==> config.mk <==
export PLATFORM = sky130hd
export DESIGN_NAME = bitmap_run_length_decoder
export DESIGN_NICKNAME = d
export VERILOG_FILES = /design/src/sv/brld_pkg.sv /design/src/sv/bitmap_run_length_decoder.sv /design/src/sv/brld_ctrl.sv /design/src/sv/brld_datapath.sv
export VERILOG_INCLUDE_DIRS = /design/src /design/src/sv
export SDC_FILE = /design/constraint.sdc
export NUM_CORES = 1
export LEC_CHECK = 0
export BUFFER_PORTS_ARGS = -buffer_cell sky130_fd_sc_hd__buf_2
export CAP_MARGIN = 5
export CELL_PAD_IN_SITES_DETAIL_PLACEMENT = 1
export CELL_PAD_IN_SITES_GLOBAL_PLACEMENT = 1
export CORE_MARGIN = 8
export CORE_UTILIZATION = 40
export DETAILED_ROUTE_END_ITERATION = 8
export PLACE_DENSITY = 0.75
export SLEW_MARGIN = 20
export SYNTH_ARGS = -nofsm -noshare
export SYNTH_HDL_FRONTEND = slang
export SYNTH_HIERARCHICAL = 1
export SYNTH_SLANG_ARGS = --single-unit
==> constraint.sdc <==
create_clock -name aclk -period 7.65 [get_ports aclk]
set_clock_uncertainty 0.05 [all_clocks]
set_input_delay 0.765 -clock aclk [delete_from_list [all_inputs] [get_ports aclk]]
set_output_delay 0.765 -clock aclk [all_outputs]
set_load 0.05 [all_outputs]
==> src/sv/bitmap_run_length_decoder_defines.svh <==
// assertion macros for the bitmap run-length decoder
// included by the top level; no other dependencies
`ifndef BITMAP_RUN_LENGTH_DECODER_DEFINES_SVH
`define BITMAP_RUN_LENGTH_DECODER_DEFINES_SVH

`ifndef SYNTHESIS

// condition holds on every clock edge out of reset
`define BRLD_ASSERT_ALWAYS(lbl, clk, rst_n, cond, msg) \
    lbl: assert property (@(posedge clk) disable iff (!rst_n) (cond)) else $error(msg);

// trigger implies consequence in the next cycle
`define BRLD_ASSERT_NEXT(lbl, clk, rst_n, trig, cons, msg) \
    lbl: assert property (@(posedge clk) disable iff (!rst_n) (trig) |=> (cons)) else $error(msg);

`else

`define BRLD_ASSERT_ALWAYS(lbl, clk, rst_n, cond, msg)

`define BRLD_ASSERT_NEXT(lbl, clk, rst_n, trig, cons, msg)

`endif

`endif

==> src/sv/brld_pkg.sv <==
// shared types and constants of the bitmap run-length decoder
// used by brld_ctrl, brld_datapath and the top level
package brld_pkg;

    localparam int unsigned MAX_BITS_DEF = 4096;   // default run saturation limit
    localparam int unsigned GLYPH_CAP    = 4096;   // 64 words of 64 pixels
    localparam int unsigned BYTE_W       = 8;
    localparam int unsigned POS_W        = 13;     // pixel count / position width
    localparam int unsigned WORD_W       = 64;
    localparam int unsigned IDX_W        = 6;
    localparam int unsigned SENT_W       = 7;     // holds 0..64
    localparam int unsigned DATA_W       = 7;     // varint data bits per byte
    localparam int unsigned CONT_BIT     = 7;     // varint continuation flag
    localparam int unsigned VARINT_SHIFT = 7;
    localparam int unsigned DIRECT_BYTES = 3;     // bytes added before saturation rule
    localparam int unsigned CNT_W        = 3;
    localparam int unsigned CNT_MAX      = 7;
    localparam int unsigned SUM_W        = DIRECT_BYTES * VARINT_SHIFT + 1;

    typedef enum logic [2:0] {
        ST_IDLE  = 3'b001,
        ST_RUN   = 3'b010,
        ST_FLUSH = 3'b100
    } state_t;

    typedef struct packed {
        logic accept;       // take the input word
        logic seg_step;     // paint one segment of the current run
        logic run_done;     // close the run, flip color
        logic flush_emit;   // send one remaining word at glyph end
        logic glyph_clear;  // back to awaiting a new glyph
    } ctrl_cmd_t;

    typedef struct packed {
        logic byte_term;     // input byte ends a run
        logic in_last;       // input byte is the last of the glyph
        logic last_pend;     // accepted byte was the last
        logic run_active;    // run left and room in the bitmap
        logic seg_boundary;  // this segment completes a word
        logic flush_pending; // words still owed at glyph end
        logic out_free;      // output register can load
    } ctrl_sts_t;

endpackage

==> src/sv/bitmap_run_length_decoder.sv <==
// bitmap run-length decoder, top level. Takes one byte word of a varint
// run-length stream per handshake and rebuilds a bilevel glyph bitmap as
// 64-bit words, first pixel in bit 63. Runs alternate clear and set,
// starting clear, and are clipped at the glyph size (sampled on the first
// byte, zero read as one pixel, capped at the smaller of MAX_BITS and 4096).
// A byte inside a run is only accumulated. A byte that ends a run is then
// followed by painting each word segment the run touches, then by closing
// the run; the run painter handles at most one 64-pixel word per cycle.
// After the last byte, each word still owed is sent, then the glyph is
// cleared. Every word waits on m_ready at the single output register,
// so a stalled consumer stalls the painter and intake.
// Depends on brld_pkg, brld_ctrl, brld_datapath and the defines header.
`include "bitmap_run_length_decoder_defines.svh"

module bitmap_run_length_decoder #(
    parameter int unsigned MAX_BITS = brld_pkg::MAX_BITS_DEF
) (
    input  logic                          aclk,
    input  logic                          aresetn,
    // byte word input
    input  logic                          s_valid,
    output logic                          s_ready,
    input  logic [brld_pkg::BYTE_W-1:0]   s_code_byte,
    input  logic [brld_pkg::POS_W-1:0]    s_bitmap_bits,
    input  logic                          s_last_byte,
    // bitmap word output
    output logic                          m_valid,
    input  logic                          m_ready,
    output logic [brld_pkg::IDX_W-1:0]    m_word_index,
    output logic [brld_pkg::WORD_W-1:0]   m_bitmap_word,
    output logic                          m_last_word
);
    import brld_pkg::*;

    ctrl_cmd_t cmd;
    ctrl_sts_t sts;

    // state machine: idle (takes bytes), run painting, glyph flush
    brld_ctrl u_ctrl (
        .aclk    (aclk),
        .aresetn (aresetn),
        .s_valid (s_valid),
        .s_ready (s_ready),
        .sts_i   (sts),
        .cmd_o   (cmd)
    );

    // accumulator, painter, word buffer and output register
    brld_datapath #(
        .MAX_BITS (MAX_BITS)
    ) u_datapath (
        .aclk          (aclk),
        .aresetn       (aresetn),
        .cmd_i         (cmd),
        .sts_o         (sts),
        .s_code_byte   (s_code_byte),
        .s_bitmap_bits (s_bitmap_bits),
        .s_last_byte   (s_last_byte),
        .m_valid       (m_valid),
        .m_ready       (m_ready),
        .m_word_index  (m_word_index),
        .m_bitmap_word (m_bitmap_word),
        .m_last_word   (m_last_word)
    );

    // painting and flushing only happen while intake is closed
    `BRLD_ASSERT_ALWAYS(a_no_work_while_ready, aclk, aresetn, !(s_ready && (cmd.seg_step || cmd.flush_emit || cmd.run_done)), "datapath work while accepting bytes")

    // a word is only pushed when the output register can take it
    `BRLD_ASSERT_ALWAYS(a_emit_into_free_slot, aclk, aresetn, !((cmd.flush_emit || (cmd.seg_step && sts.seg_boundary)) && m_valid && !m_ready), "word pushed over a held output word")

    // clearing a glyph reopens intake on the next cycle
    `BRLD_ASSERT_NEXT(a_clear_reopens, aclk, aresetn, cmd.glyph_clear, s_ready && !sts.flush_pending, "glyph clear did not return to idle")

endmodule

==> src/sv/brld_ctrl.sv <==
// controller state machine of the bitmap run-length decoder
// depends on brld_pkg
module brld_ctrl (
    input  logic                  aclk,
    input  logic                  aresetn,
    input  logic                  s_valid,
    output logic                  s_ready,
    input  brld_pkg::ctrl_sts_t   sts_i,
    output brld_pkg::ctrl_cmd_t   cmd_o
);
    import brld_pkg::*;

    state_t state_reg, state_next;

    always_comb begin
        state_next = state_reg;
        cmd_o      = '0;
        s_ready    = 1'b0;
        case (state_reg)
            ST_IDLE: begin
                s_ready = 1'b1;
                if (s_valid) begin
                    cmd_o.accept = 1'b1;
                    if (sts_i.byte_term) begin
                        state_next = ST_RUN;
                    end else if (sts_i.in_last) begin
                        state_next = ST_FLUSH;
                    end
                end
            end
            ST_RUN: begin
                if (sts_i.run_active) begin
                    // a segment that fills a word waits for the output register
                    cmd_o.seg_step = !sts_i.seg_boundary || sts_i.out_free;
                end else begin
                    cmd_o.run_done = 1'b1;
                    state_next     = sts_i.last_pend ? ST_FLUSH : ST_IDLE;
                end
            end
            ST_FLUSH: begin
                if (sts_i.flush_pending) begin
                    cmd_o.flush_emit = sts_i.out_free;
                end else begin
                    cmd_o.glyph_clear = 1'b1;
                    state_next        = ST_IDLE;
                end
            end
            default: begin
                state_next = ST_IDLE;
            end
        endcase
    end

    always_ff @(posedge aclk) begin
        if (!aresetn) begin
            state_reg <= ST_IDLE;
        end else begin
            state_reg <= state_next;
        end
    end

endmodule

==> src/sv/brld_datapath.sv <==
// datapath of the bitmap run-length decoder: varint accumulator,
// run painter, word buffer and output register; depends on brld_pkg
module brld_datapath #(
    parameter int unsigned MAX_BITS = brld_pkg::MAX_BITS_DEF
) (
    input  logic                              aclk,
    input  logic                              aresetn,
    input  brld_pkg::ctrl_cmd_t               cmd_i,
    output brld_pkg::ctrl_sts_t               sts_o,
    input  logic [brld_pkg::BYTE_W-1:0]       s_code_byte,
    input  logic [brld_pkg::POS_W-1:0]        s_bitmap_bits,
    input  logic                              s_last_byte,
    output logic                              m_valid,
    input  logic                              m_ready,
    output logic [brld_pkg::IDX_W-1:0]        m_word_index,
    output logic [brld_pkg::WORD_W-1:0]       m_bitmap_word,
    output logic                              m_last_word
);
    import brld_pkg::*;

    localparam int unsigned BIT_CAP = (MAX_BITS > GLYPH_CAP) ? GLYPH_CAP : MAX_BITS;
    localparam int unsigned ACC_W   = $clog2(MAX_BITS + 1);
    localparam int unsigned RNG_W   = (ACC_W > POS_W) ? ACC_W : POS_W;

    logic [POS_W-1:0]  glyph_reg, glyph_next;
    logic [POS_W-1:0]  pos_reg, pos_next;
    logic [ACC_W-1:0]  acc_reg, acc_next;
    logic [CNT_W-1:0]  cnt_reg, cnt_next;
    logic              color_reg, color_next;
    logic [WORD_W-1:0] buf_reg, buf_next;
    logic [SENT_W-1:0] sent_reg, sent_next;
    logic              in_glyph_reg, in_glyph_next;
    logic              last_pend_reg, last_pend_next;
    logic              m_valid_reg, m_valid_next;
    logic [IDX_W-1:0]  m_idx_reg, m_idx_next;
    logic [WORD_W-1:0] m_word_reg, m_word_next;
    logic              m_last_reg, m_last_next;

    logic [POS_W-1:0]  glyph_eff;
    logic              byte_active;
    logic [DATA_W-1:0] data;
    logic [SUM_W-1:0]  shifted;
    logic [SUM_W-1:0]  sum;
    logic [ACC_W-1:0]  acc_add;
    logic [CNT_W-1:0]  cnt_inc;
    logic [SENT_W-1:0] total_words;
    logic              is_last_word;

    logic [IDX_W-1:0]  off;
    logic [SENT_W-1:0] room_word;
    logic [POS_W-1:0]  room_glyph;
    logic [RNG_W-1:0]  seg_min;
    logic [SENT_W-1:0] seg_cnt;
    logic [WORD_W-1:0] seg_mask;
    logic [POS_W-1:0]  pos_step;
    logic [WORD_W-1:0] word_or;
    logic              out_free;
    logic              emit;

    // glyph size: zero counts as one pixel, clipped at the cap
    always_comb begin
        if (in_glyph_reg) begin
            glyph_eff = glyph_reg;
        end else if (s_bitmap_bits == '0) begin
            glyph_eff = POS_W'(1);
        end else if (s_bitmap_bits > POS_W'(BIT_CAP)) begin
            glyph_eff = POS_W'(BIT_CAP);
        end else begin
            glyph_eff = s_bitmap_bits;
        end
    end

    assign byte_active = pos_reg < glyph_eff;
    assign data        = s_code_byte[DATA_W-1:0];

    always_comb begin
        case (cnt_reg)
            3'd0:    shifted = SUM_W'(data);
            3'd1:    shifted = SUM_W'(data) << VARINT_SHIFT;
            3'd2:    shifted = SUM_W'(data) << (2 * VARINT_SHIFT);
            default: shifted = '0;
        endcase
    end

    assign sum = SUM_W'(acc_reg) + shifted;

    always_comb begin
        if (cnt_reg >= CNT_W'(DIRECT_BYTES)) begin
            acc_add = (data != '0) ? ACC_W'(MAX_BITS) : acc_reg;
        end else if (sum > SUM_W'(MAX_BITS)) begin
            acc_add = ACC_W'(MAX_BITS);
        end else begin
            acc_add = sum[ACC_W-1:0];
        end
    end

    assign cnt_inc = (cnt_reg == CNT_W'(CNT_MAX)) ? cnt_reg : cnt_reg + CNT_W'(1);

    assign total_words  = SENT_W'(({1'b0, glyph_reg} + (POS_W + 1)'(WORD_W - 1)) >> IDX_W);
    assign is_last_word = (sent_reg + SENT_W'(1)) == total_words;

    // one segment: up to the end of the word, the run or the bitmap
    assign off        = pos_reg[IDX_W-1:0];
    assign room_word  = SENT_W'(WORD_W) - SENT_W'(off);
    assign room_glyph = glyph_reg - pos_reg;

    always_comb begin
        seg_min = RNG_W'(room_word);
        if (RNG_W'(acc_reg) < seg_min) begin
            seg_min = RNG_W'(acc_reg);
        end
        if (RNG_W'(room_glyph) < seg_min) begin
            seg_min = RNG_W'(room_glyph);
        end
    end

    assign seg_cnt  = seg_min[SENT_W-1:0];
    assign seg_mask = ({WORD_W{1'b1}} >> off)
                    & ~({WORD_W{1'b1}} >> (SENT_W'(off) + seg_cnt));
    assign pos_step = pos_reg + POS_W'(seg_cnt);
    assign word_or  = buf_reg | (color_reg ? seg_mask : '0);

    assign out_free = !m_valid_reg || m_ready;

    always_comb begin
        glyph_next     = glyph_reg;
        pos_next       = pos_reg;
        acc_next       = acc_reg;
        cnt_next       = cnt_reg;
        color_next     = color_reg;
        buf_next       = buf_reg;
        sent_next      = sent_reg;
        in_glyph_next  = in_glyph_reg;
        last_pend_next = last_pend_reg;
        m_idx_next     = m_idx_reg;
        m_word_next    = m_word_reg;
        m_last_next    = m_last_reg;
        emit           = 1'b0;

        if (cmd_i.accept) begin
            glyph_next     = glyph_eff;
            in_glyph_next  = 1'b1;
            last_pend_next = s_last_byte;
            if (byte_active) begin
                acc_next = acc_add;
                cnt_next = sts_o.byte_term ? '0 : cnt_inc;
            end
        end

        if (cmd_i.seg_step) begin
            pos_next = pos_step;
            acc_next = acc_reg - ACC_W'(seg_cnt);
            if (pos_step[IDX_W-1:0] == '0) begin
                emit        = 1'b1;
                m_word_next = word_or;
                buf_next    = '0;
            end else begin
                buf_next = word_or;
            end
        end

        if (cmd_i.run_done) begin
            color_next = !color_reg;
            acc_next   = '0;
        end

        if (cmd_i.flush_emit) begin
            emit        = 1'b1;
            m_word_next = buf_reg;
            buf_next    = '0;
        end

        if (emit) begin
            m_idx_next  = sent_reg[IDX_W-1:0];
            m_last_next = is_last_word;
            sent_next   = sent_reg + SENT_W'(1);
        end

        if (cmd_i.glyph_clear) begin
            glyph_next    = '0;
            pos_next      = '0;
            acc_next      = '0;
            cnt_next      = '0;
            color_next    = 1'b0;
            buf_next      = '0;
            sent_next     = '0;
            in_glyph_next = 1'b0;
        end

        m_valid_next = emit ? 1'b1 : (m_ready ? 1'b0 : m_valid_reg);
    end

    always_comb begin
        sts_o               = '0;
        sts_o.byte_term     = byte_active && (!s_code_byte[CONT_BIT] || s_last_byte);
        sts_o.in_last       = s_last_byte;
        sts_o.last_pend     = last_pend_reg;
        sts_o.run_active    = (acc_reg != '0) && (pos_reg < glyph_reg);
        sts_o.seg_boundary  = pos_step[IDX_W-1:0] == '0;
        sts_o.flush_pending = sent_reg < total_words;
        sts_o.out_free      = out_free;
    end

    always_ff @(posedge aclk) begin
        if (!aresetn) begin
            glyph_reg     <= '0;
            pos_reg       <= '0;
            acc_reg       <= '0;
            cnt_reg       <= '0;
            color_reg     <= 1'b0;
            buf_reg       <= '0;
            sent_reg      <= '0;
            in_glyph_reg  <= 1'b0;
            last_pend_reg <= 1'b0;
            m_valid_reg   <= 1'b0;
        end else begin
            glyph_reg     <= glyph_next;
            pos_reg       <= pos_next;
            acc_reg       <= acc_next;
            cnt_reg       <= cnt_next;
            color_reg     <= color_next;
            buf_reg       <= buf_next;
            sent_reg      <= sent_next;
            in_glyph_reg  <= in_glyph_next;
            last_pend_reg <= last_pend_next;
            m_valid_reg   <= m_valid_next;
        end
    end

    always_ff @(posedge aclk) begin
        m_idx_reg  <= m_idx_next;
        m_word_reg <= m_word_next;
        m_last_reg <= m_last_next;
    end

    assign m_valid       = m_valid_reg;
    assign m_word_index  = m_idx_reg;
    assign m_bitmap_word = m_word_reg;
    assign m_last_word   = m_last_reg;

endmodule

==> flow_summary.json <==
{
  "overflow": 0,
  "reg2reg_slack_ns": 0.26,
  "synth_edf_count": 71,
  "path_buf_inv": 3,
  "worstMarginPinSlew_ns": 0.995,
  "finalPower_mw": 4.89,
  "worst_r2r_path_depth": 30,
  "ys_ff_latch": 191,
  "worstSetupEndpointType": "flip-flop",
  "reg2reg_to": "u_datapath/m_bitmap_word[34]",
  "crit_path_end": "u_datapath/m_bitmap_word[34]",
  "syn-cell-area_mm2": 0.0125,
  "startpoint_type": "flip-flop",
  "final_cell_mix": "o21ai_0, nand2_1, dfxtp_1, nor2_1, buf_2",
  "critical_path.top_delay_family": "compound AO/OA/AOI/OAI gates",
  "met3_usage": 0.0344,
  "finalHoldViolCount": 0,
  "setup_viol": 0,
  "num-nets-final": 1681,
  "grt_use_total": 0.232,
  "grt_pass1_vias": 12200,
  "slowest_delay_ns": 0.49,
  "hold-worst-slack_ns": 0.412,
  "top_level_ports": 99,
  "crit_fanout": 19,
  "first_pass_iters": 5,
  "ys_seq_area_frac": 0.362,
  "syn_inst": 1463,
  "drt_iter0_markers": 837,
  "ys_warn_count": 6,
  "grt_first_pass_wirelength_mm": 68.0,
  "hold_buffers": 0,
  "critPathKind": "reg -> reg",
  "avgRoutedWirePerCell_um": 21.9,
  "synth_ff_type": "dfxtp_1",
  "cts_tree": "yes",
  "peakVddDrop_mv": 0.210,
  "seq_area_mm2": 0.00454,
  "syn_area_per_cell_um2": 8.56,
  "synthTopCellsByArea": "dfxtp_1, edfxtp_1, ha_1",
  "yosysTopAreaCell": "dfxtp_1",
  "rows": 65,
  "via_count": 12000,
  "final_common_cell": "o21ai_0",
  "min_period_ns": 7.39,
  "avgViaCountPerCell": 6.07,
  "p_leak_nw": 5.56,
  "worstSetupStartpoint": "u_datapath/pos_reg[2]",
  "power_density_mw_per_mm2": 341,
  "synth_top_area_frac": 0.192,
  "die_x_um": 193,
  "clock.fmax_mhz": 135,
  "wl_mm": 43.2,
  "async_flop_share": 0,
  "top_usage_layer": "met2",
  "clock_sinks": 191,
  "dpl.hpwl_mm": 31.7,
  "r2r-start": "u_datapath/pos_reg[2]",
  "n_antenna_cell": 0,
  "htreeDepth": 4,
  "clk_path_buf_depth": 2,
  "outcome": "finished clean",
  "cts_buffers": 17,
  "start_util": 0.401,
  "grt_use_met2": 0.401,
  "gp_congestion": 0.928,
  "hp-class": "reg -> reg",
  "root_buffer": "clkbuf_16",
  "multi_input_area_mm2": 0.00753,
  "antenna_left": 0,
  "io_buffers": 98,
  "clock_latency_ns": 0.46,
  "grt_max_degree": 65,
  "cp_data_arrival_time_ns": 7.51,
  "cpMaxStageDelayCell": "a311oi_1",
  "die-area_mm2": 0.0372,
  "final.fill_count": 3766,
  "ys_types": 77,
  "layout-drive-gt1-share": 0.156,
  "required_ns": 7.77,
  "met1_usage": 0.285,
  "cp.depth": 30,
  "die_h_um": 193,
  "fp.coreArea_mm2": 0.0312,
  "drv_slew": 0,
  "maxCapViolCount": 0,
  "clk_pin_slew_ns": 0.08,
  "relSlewSlack": 0.335,
  "drc_errors": 0,
  "timing.final.crit_share": 0.966,
  "antenna_found_initial": 0,
  "area_growth_pct": 14.7
}
## per-layer routing
metal | vias to the layer above | wire length (um)
met1 | 5906 | 18300
met2 | 388 | 21300
met4 | 0 | 1440
met5 | - | 0
li1 | 5615 | -
met3 | 100 | 2160
## cell families (layout without fill, tap and decap cells)
group                    count (synthesis)  in the layout  share of synthesized area
AO/OA/AOI/OAI                          498            498                      0.261
adder cells (fa/ha/maj)                 93             93                     0.0953
buffers and inverters                  160            267                     0.0511
AND/OR/NAND/NOR                        439            439                      0.173
flip-flops                             191            191                      0.362
XOR/XNOR                                71             71                     0.0496
multiplexers                            10             10                    0.00799
other                                    1              6                   0.000299
## worst min-delay path by stage
stage / start / to / cells after the start / slack, ns
2_1_floorplan: u_datapath/buf_reg[8] / u_datapath/buf_reg[8] / 2 / 0.37
3_3_place_gp: u_datapath/buf_reg[4] / u_datapath/buf_reg[4] / 2 / 0.38
3_5_place_dp: u_datapath/buf_reg[10] / u_datapath/buf_reg[10] / 2 / 0.39
4_1_cts: u_datapath/buf_reg[10] / u_datapath/buf_reg[10] / 2 / 0.41
5_1_grt: u_datapath/buf_reg[10] / u_datapath/buf_reg[10] / 2 / 0.42
6_report: u_datapath/buf_reg[7] / u_datapath/buf_reg[7] / 2 / 0.41
## worst reg2reg max path: cells and delay by family (launching register included)
kind | cells | cell delay, ns
buffers and inverters | 3 | 0.58
AOI/OAI and AO/OA | 15 | 3.18
and+or+nand+nor | 7 | 1.30
DFF | 1 | 0.47
adders and majority gates | 5 | 1.51
## layout make-up
type / instances / area share
multi-input cells: 1117 / 0.524
flip-flops and latches: 191 / 0.316
repair buffers: 154 / 0.0645
well taps: 402 / 0.0350
clock buffers: 19 / 0.0308
inverters: 81 / 0.0214
clock inverters: 13 / 0.00888
## synthesized netlist by cell type (10+ instances only)
cell type and n:
o21a_1 18, edfxtp_1 71, a21oi_1 84, xor2_1 30, nand2b_1 18, o22ai_1 10, or3_1 11, a31oi_1 40
xnor2_1 41, nor2b_1 17, nand3_1 25, o21ai_1 10, mux2i_1 10, nor2_1 117, clkbuf_1 63, nand2_1 122
o211ai_1 10, o21ai_0 129, a22oi_1 12, dfxtp_1 120, nor3_1 31, inv_1 79, a21o_1 24, nand4_1 17
nor4_1 13, ha_1 89, and2_1 30, a211oi_1 21, o31ai_1 35, a32oi_1 34
## through the flow
stage          instance area [um2]  utilization  instances  setup TNS (ns)  setup slack (ns)
2_1_floorplan                12600            -       1468               0           0.00827
4_1_cts                      14200        0.455       1964               0            0.0449
5_1_grt                      14400        0.460       1977          -0.145           -0.0420
6_report                     14400        0.460       1977               0             0.261
3_5_place_dp                 13600        0.434       1927           -5.81            -0.231
3_3_place_gp                 13600        0.434       1927               0             0.151
## where the power goes
part	switching (mW)	internal [mW]	leakage (nW)	total (mW)
combinational	1.93	0.918	3.65	2.84
sequential	0.0663	1.10	1.63	1.17
clock	0.447	0.438	0.280	0.885
## what timing repair did
action                     in CTS  in global routing
setup endpoints to repair     140                224
buffers inserted                5                 13
resized for setup               6                 23
pin swaps                       4                 12
Power figures use the tool's default switching activity.
